<file path="src/sv/apr_pkg.sv">
package apr_pkg;

	// default sizes of the frame table
	localparam int FRAMES_DEF    = 16;
	localparam int PAGE_BITS_DEF = 16;
	localparam int AGE_BITS_DEF  = 8;

	// fixed field widths
	localparam int PAGE_W        = 16;
	localparam int INDEX_W       = 4;
	localparam int COUNT_W       = 16;
	localparam int FRAME_COUNT_W = 5;

	localparam logic [FRAME_COUNT_W-1:0] FRAME_COUNT_RESET = 5'd16;
	localparam logic [COUNT_W-1:0]       COUNT_MAX         = '1;

	// one page reference
	typedef struct packed {
		logic [PAGE_W-1:0] page_number;
		logic              last_reference;
	} ref_item_t;

	// one result
	typedef struct packed {
		logic               hit;
		logic [INDEX_W-1:0] frame_index;
		logic               replaced;
		logic [COUNT_W-1:0] repl_count;
		logic               string_done;
	} res_item_t;

endpackage

</file>
<file path="src/sv/aging_page_replacement.sv">
// Aging page replacement: each item on the ref channel is one page reference and yields
// exactly one result on the res channel. The block keeps a table of frames (page, valid,
// age); every reference shifts the ages of the frames in use right by one, a hit sets the
// top age bit, a miss fills the next empty frame or evicts the lowest-numbered frame with
// the smallest age and counts a saturating replacement. After an item with last_reference
// set, the table and the count are cleared at once (no clearing pass). frame_count (written
// on cfg_we; the user writes it only while idle, the block itself does not enforce this;
// 0 reads as 1, values above FRAMES as FRAMES) selects how many frames are used. An item
// passes the accept state, a scan with one read per frame through the single read port of
// the page and age memories feeding one shared compare and minimum unit, a last state that
// waits for the registered read and an update state that writes back, which waits while an
// earlier result stalls. The next item may be accepted while a result still waits on res_stall.
module aging_page_replacement #(
	parameter int FRAMES    = apr_pkg::FRAMES_DEF,
	parameter int PAGE_BITS = apr_pkg::PAGE_BITS_DEF,
	parameter int AGE_BITS  = apr_pkg::AGE_BITS_DEF
) (
	input  logic                                 clk,
	input  logic                                 arst_n,
	input  logic                                 ref_valid,
	output logic                                 ref_stall,
	input  apr_pkg::ref_item_t                   ref_item,
	output logic                                 res_valid,
	input  logic                                 res_stall,
	output apr_pkg::res_item_t                   res_item,
	input  logic                                 cfg_we,
	input  logic [apr_pkg::FRAME_COUNT_W-1:0]    cfg_data
);
	import apr_pkg::*;

	localparam int CNT_W = $clog2(FRAMES + 1);
	localparam int IDX_W = (FRAMES > 1) ? $clog2(FRAMES) : 1;
	localparam logic [AGE_BITS-1:0] AGE_TOP = {1'b1, {(AGE_BITS-1){1'b0}}};

	localparam logic [1:0] ST_IDLE = 2'd0;
	localparam logic [1:0] ST_SCAN = 2'd1;
	localparam logic [1:0] ST_LAST = 2'd2;
	localparam logic [1:0] ST_UPD  = 2'd3;

	logic [1:0]               state_q;
	logic [FRAME_COUNT_W-1:0] cfg_q;
	logic [CNT_W-1:0]         n_cfg;
	logic [CNT_W-1:0]         n_q;
	logic [CNT_W-1:0]         cnt_q;
	logic [CNT_W-1:0]         fill_q;
	logic [COUNT_W-1:0]       total_q;
	logic [COUNT_W-1:0]       total_nxt;
	logic [FRAMES-1:0]        valid_q;
	logic [PAGE_BITS-1:0]     page_q;
	logic                     last_q;

	logic                     rd_v_s1;
	logic [IDX_W-1:0]         idx_s1;
	logic [PAGE_BITS-1:0]     page_rd_s1;
	logic [AGE_BITS-1:0]      age_rd_s1;

	logic                     found_q;
	logic [IDX_W-1:0]         hit_idx_q;
	logic [AGE_BITS-1:0]      hit_age_q;
	logic [IDX_W-1:0]         best_idx_q;
	logic [AGE_BITS-1:0]      best_age_q;

	logic                     res_valid_q;
	res_item_t                res_q;

	logic [PAGE_BITS-1:0]     page_mem [FRAMES];
	logic [AGE_BITS-1:0]      age_mem  [FRAMES];

	logic                     accept;
	logic                     upd_fire;
	logic                     do_fill;
	logic                     do_evict;
	logic [IDX_W-1:0]         pos;
	logic [IDX_W-1:0]         rd_idx;
	logic [AGE_BITS-1:0]      age_cur;
	logic [AGE_BITS-1:0]      age_sh;
	logic                     match;
	logic                     age_we;
	logic [IDX_W-1:0]         age_wa;
	logic [AGE_BITS-1:0]      age_wd;
	logic                     page_we;

	// frames in use, clamped to 1..FRAMES
	always_comb begin
		if (cfg_q == '0) begin
			n_cfg = CNT_W'(1);
		end else if (32'(cfg_q) > 32'(FRAMES)) begin
			n_cfg = CNT_W'(FRAMES);
		end else begin
			n_cfg = CNT_W'(cfg_q);
		end
	end

	// handshake
	assign ref_stall = (state_q != ST_IDLE);
	assign accept    = ref_valid && (state_q == ST_IDLE);
	assign upd_fire  = (state_q == ST_UPD) && (!res_valid_q || !res_stall);
	assign res_valid = res_valid_q;
	assign res_item  = res_q;
	assign rd_idx    = cnt_q[IDX_W-1:0];

	// shared compare unit: aged value and match for the frame just read
	always_comb begin
		age_cur = valid_q[idx_s1] ? age_rd_s1 : '0;
		age_sh  = age_cur >> 1;
		match   = valid_q[idx_s1] && (page_rd_s1 == page_q);
	end

	// update decision after the scan
	always_comb begin
		do_fill  = !found_q && (fill_q < n_q);
		do_evict = !found_q && !do_fill;
		if (found_q) begin
			pos = hit_idx_q;
		end else if (do_fill) begin
			pos = fill_q[IDX_W-1:0];
		end else begin
			pos = best_idx_q;
		end
		if (do_evict && (total_q != COUNT_MAX)) begin
			total_nxt = total_q + COUNT_W'(1);
		end else begin
			total_nxt = total_q;
		end
	end

	// memory write port muxing: aged write-back during scan, final write at update
	always_comb begin
		page_we = upd_fire && !found_q;
		age_we  = rd_v_s1 || upd_fire;
		age_wa  = upd_fire ? pos : idx_s1;
		if (upd_fire) begin
			age_wd = found_q ? (hit_age_q | AGE_TOP) : AGE_TOP;
		end else begin
			age_wd = age_sh;
		end
	end

	// page and age memories, registered read
	always_ff @(posedge clk) begin
		if (page_we) begin
			page_mem[pos] <= page_q;
		end
		if (age_we) begin
			age_mem[age_wa] <= age_wd;
		end
		page_rd_s1 <= page_mem[rd_idx];
		age_rd_s1  <= age_mem[rd_idx];
	end

	// sequencer and control state
	always_ff @(posedge clk or negedge arst_n) begin
		if (!arst_n) begin
			state_q     <= ST_IDLE;
			cfg_q       <= FRAME_COUNT_RESET;
			cnt_q       <= '0;
			fill_q      <= '0;
			total_q     <= '0;
			valid_q     <= '0;
			rd_v_s1     <= 1'b0;
			res_valid_q <= 1'b0;
		end else begin
			if (cfg_we) begin
				cfg_q <= cfg_data;
			end
			rd_v_s1 <= (state_q == ST_SCAN);
			// result register: loaded at update, emptied when taken
			if (upd_fire) begin
				res_valid_q <= 1'b1;
			end else if (!res_stall) begin
				res_valid_q <= 1'b0;
			end
			unique case (state_q)
				ST_IDLE: begin
					if (accept) begin
						cnt_q   <= '0;
						state_q <= ST_SCAN;
					end
				end
				ST_SCAN: begin
					if (cnt_q == n_q - CNT_W'(1)) begin
						state_q <= ST_LAST;
					end else begin
						cnt_q <= cnt_q + CNT_W'(1);
					end
				end
				ST_LAST: begin
					state_q <= ST_UPD;
				end
				ST_UPD: begin
					if (upd_fire) begin
						state_q     <= ST_IDLE;
						if (last_q) begin
							valid_q <= '0;
							fill_q  <= '0;
							total_q <= '0;
						end else begin
							total_q      <= total_nxt;
							valid_q[pos] <= 1'b1;
							if (do_fill) begin
								fill_q <= fill_q + CNT_W'(1);
							end
						end
					end
				end
				default: begin
					state_q <= ST_IDLE;
				end
			endcase
		end
	end

	// item capture, scan accumulators and result register
	always_ff @(posedge clk) begin
		idx_s1 <= rd_idx;
		if (accept) begin
			page_q  <= PAGE_BITS'(ref_item.page_number);
			last_q  <= ref_item.last_reference;
			n_q     <= n_cfg;
			found_q <= 1'b0;
		end
		if (rd_v_s1) begin
			if (match && !found_q) begin
				found_q   <= 1'b1;
				hit_idx_q <= idx_s1;
				hit_age_q <= age_sh;
			end
			if ((idx_s1 == '0) || (age_sh < best_age_q)) begin
				best_age_q <= age_sh;
				best_idx_q <= idx_s1;
			end
		end
		if (upd_fire) begin
			res_q.hit         <= found_q;
			res_q.frame_index <= INDEX_W'(pos);
			res_q.replaced    <= do_evict;
			res_q.repl_count  <= total_nxt;
			res_q.string_done <= last_q;
		end
	end

endmodule

</file>
<file path="config.mk">
export PLATFORM = sky130hd
export DESIGN_NAME = aging_page_replacement
export DESIGN_NICKNAME = d
export VERILOG_FILES = /design/src/sv/apr_pkg.sv /design/src/sv/aging_page_replacement.sv
export SDC_FILE = /design/constraint.sdc
export NUM_CORES = 1
export LEC_CHECK = 0
export ABC_AREA = 1
export BUFFER_PORTS_ARGS = -buffer_cell sky130_fd_sc_hd__buf_2
export CAP_MARGIN = 5
export CORE_UTILIZATION = 30
export DETAILED_ROUTE_END_ITERATION = 8
export PLACE_DENSITY = 0.5
export SYNTH_ARGS = -nofsm -noshare
export SYNTH_HDL_FRONTEND = slang
export SYNTH_SLANG_ARGS = --single-unit
export TNS_END_PERCENT = 10
</file>
<file path="constraint.sdc">
create_clock -name clk -period 5.4 [get_ports clk]
set_input_delay 0.54 -clock clk [delete_from_list [all_inputs] [get_ports clk]]
set_output_delay 0.54 -clock clk [all_outputs]
set_load 0.03 [all_outputs]
</file>
==> results.md <==
- Status: completed
- Top-count cell post-synth: edfxtp_1
- Row cnt: 96
- Drc violations: 0
- Leak: 8.19 nW
- N_diodes: 0
- Gr usage total: 0.138
- Synth top cells by count: edfxtp_1 (434), nor2_1 (275), nand2_1 (206), o21ai_0 (119), inv_1 (102)
- Worst-path clk slew: 0.07 ns
- Fin nets: 1748
- Max cap viols: 0
- Area grow syn2layout: 13.8%
- DR pass1 iterations: 5
- Seq/Total Area, Yosys: 0.714
- Critical Path RT: 5.59 ns
- RR Endpoint: best_age_q[2]
- Avg Inst Size Synth: 12.6 sq um
- CP startpoint: idx_s1[0]
- Area leader, netlist: edfxtp_1
- Cts hold-fix bufs: 0
- Die Wd: 266 um
- Vias per inst: 4.74
- Via count: 12700
- RSZ-0062 raised after global routing: false
- Routability congestion estimate: 0.794
- Number of clock sinks: 513
- IR Drop Worst-Case VDD: 0.000292 V
- R2r startpoint: idx_s1[0]
- Bufs on Longest Clock Path: 3
- Grt ovf: 0
- PwrDens: 498 mW/mm^2
- Largest net degree at the start of global routing: 134
- Fmax: 0.264 GHz
- Input/output buffers: 51
- Vias in the first global route: 12800
- DP HPWL: 29.5 mm
- Net count after synthesis: 1706
- CP cell instances: inv_1 > nand2_1 > nand2_1 > nand2_1 > nand3_1 > nand2_1 > nand2_1 > inv_1 > nor2_1 > ha_1 > a21oi_1 > nor2_1 > a211oi_1 > nand2_1 > a21oi_1
- Slowest CP cell: a21oi_1
- CP Depth: 15
- Worst setup SP type: flip-flop
- Clk_lat worst skew: 0.59 ns
- Tcrit/Tclk final: 0.701
- I/O pins: 52
- Post-Syn Instances: 1658
- WL final: 48.3 mm
- Ratio of cells with drive above 1 in the final layout: 0.122
- Final Hold Fails: 0
- Crit path kind: flip-flop to flip-flop
- First-iteration detailed-routing DRC count: 966
- Max FO, Critical Path: 16
- Nature of the critical path endpoint: flip-flop
- Crit path top cell by count: nand2_1
- Total CTS buffers: 50
- Cell area after synthesis: 0.0208 sq mm
- Slew @ Worst Pin: 1.23 ns
- Initial antenna violation count: 0
- CTS HTree Levels: 2
- Clock skew: 0.0126 ns
- Slew HR: 0.179
- CP max stage delay: 0.94 ns
- Vert. Die Dim: 266 um
- Fin util: 0.345
- DRT antenna net count: 0
- Final Max Slew Viols: 0
- Primary FF master, synth: edfxtp_1
- Setup Fix Bufs, Post-CTS: 0
- Post-synthesis cell type count: 47
- Crit path buf inv count: 2
- Hold WC Path Type: primary input to asynchronous set/reset pin
- Top-area cell type share of the netlist area: 0.626
- TNS Setup: 0 ns
- Root buffer cell: clkbuf_16
- Family with the most delay on the worst path: compound AO/OA/AOI/OAI gates
- Worst Reg-to-Reg Cells: 15
- Crit path DAT: 3.98 ns
- Post_cts resized: 0
- Final setup violation count: 0
- R2R Setup Slk: 1.62 ns
- Min Tclk post-route: 3.78 ns
- Effective utilization at floorplan: 0.303
- Async SR Flop Fraction: 0.0994
- Yosys reg bits: 513
- Core box area: 0.0687 sq mm
- Yosys warns: 0
- TritonCTS clock tree: done
- First-pass GRT wire length: 76.0 mm
- Dominant cells by area after synthesis: edfxtp_1 (63%), dfrtp_1 (6.0%), nor2_1 (5.0%), nand2_1 (3.7%), o21ai_0 (2.9%)
- Die Area: 0.0705 sq mm
- Number of flops mapped to enable cells by yosys: 434
- Wire length per cell: 18.1 um
- Crit path capture: best_age_q[2]
## sequential cells by signal (all words and copies together), names as in the netlist, 2 cells and up
name        cells
page_mem      256
age_mem       112
res_item       23
page_q         16
page_rd_s1     16
total_q        16
valid_q        16
age_rd_s1       7
best_age_q      7
hit_age_q       6
cfg_q           5
cnt_q           5
fill_q          5
n_q             5
best_idx_q      4
hit_idx_q       4
idx_s1          4
state_q         2
## layout make-up
type,instances,area [sq um]
Timing Repair Buffer,71,418
Multi-Input combinational cell,955,5250
Clock inverter,19,151
Clock buffer,74,1420
Tap cell,931,1160
Fill cell,6884,45000
Sequential cell,513,14900
Inverter,109,412
## cells in the final DEF (no fill, tap or decap), types with 24 or more instances in the layout
master	netlist	routed
edfxtp_1	434	434
nor2_1	275	258
nand2_1	206	206
o21ai_0	119	119
inv_1	102	101
nand3_1	68	68
o32ai_1	55	55
clkbuf_16	0	51
buf_2	13	51
dfrtp_1	50	48
mux2i_1	37	37
o221ai_1	37	37
dfxtp_1	28	28
nor2_2	7	24
## power breakdown
group          internal [mW]  switching [mW]  total [mW]
combinational          0.871            2.16        3.03
sequential              5.05           0.345        5.39
clock                   1.92            1.47        3.39
total                   7.84            3.97        11.8
## stage by stage
stage          setup slack [ns]  hold WS (ns)  area (sq um)  power, mW  std cells
5_1_grt                    1.28         0.108         23700       12.5       2672
3_3_place_gp               1.82         0.490         22100       8.52       2579
4_1_cts                    1.64        0.0801         23700       12.0       2672
2_1_floorplan              2.53         0.244         20800       7.47       1658
3_5_place_dp               1.66         0.499         22100       8.56       2579
6_report                   1.62        0.0790         23700       11.8       2672
## per-layer routing
metal / GRT usage / share of wire / vias up
li1: - / - / 6024
met2: 0.231 / 0.48 / 244
met3: 0.0188 / 0.038 / 63
met5: 0 / 0 / -
met1: 0.189 / 0.46 / 6321
met4: 0.0356 / 0.019 / 0
## cells by family (layout without fill, tap and decap cells)
group | Yosys count | count (layout) | share of synthesized area
buffers and inverters | 190 | 273 | 0.0359
DFF | 513 | 513 | 0.714
adders and majority gates | 21 | 21 | 0.0126
AOI/OAI and AO/OA | 267 | 267 | 0.0848
and+or+nand+nor | 599 | 599 | 0.122
xor gates and xnor gates | 28 | 28 | 0.0118
muxes | 40 | 40 | 0.0194
## worst min path at each step
stage                 startpoint          to  slack, ns  cells past startpoint
finish                    arst_n    cfg_q[0]       0.08                      2
global route        ref_item[16]  page_q[15]       0.11                      1
CTS                       arst_n    cfg_q[2]       0.08                      2
detailed placement      cnt_q[3]   idx_s1[3]       0.50                      0
global placement        cnt_q[3]   idx_s1[3]       0.49                      0
floorplan                 arst_n    cfg_q[0]       0.24                      0
Power figures use the tool's default switching activity.
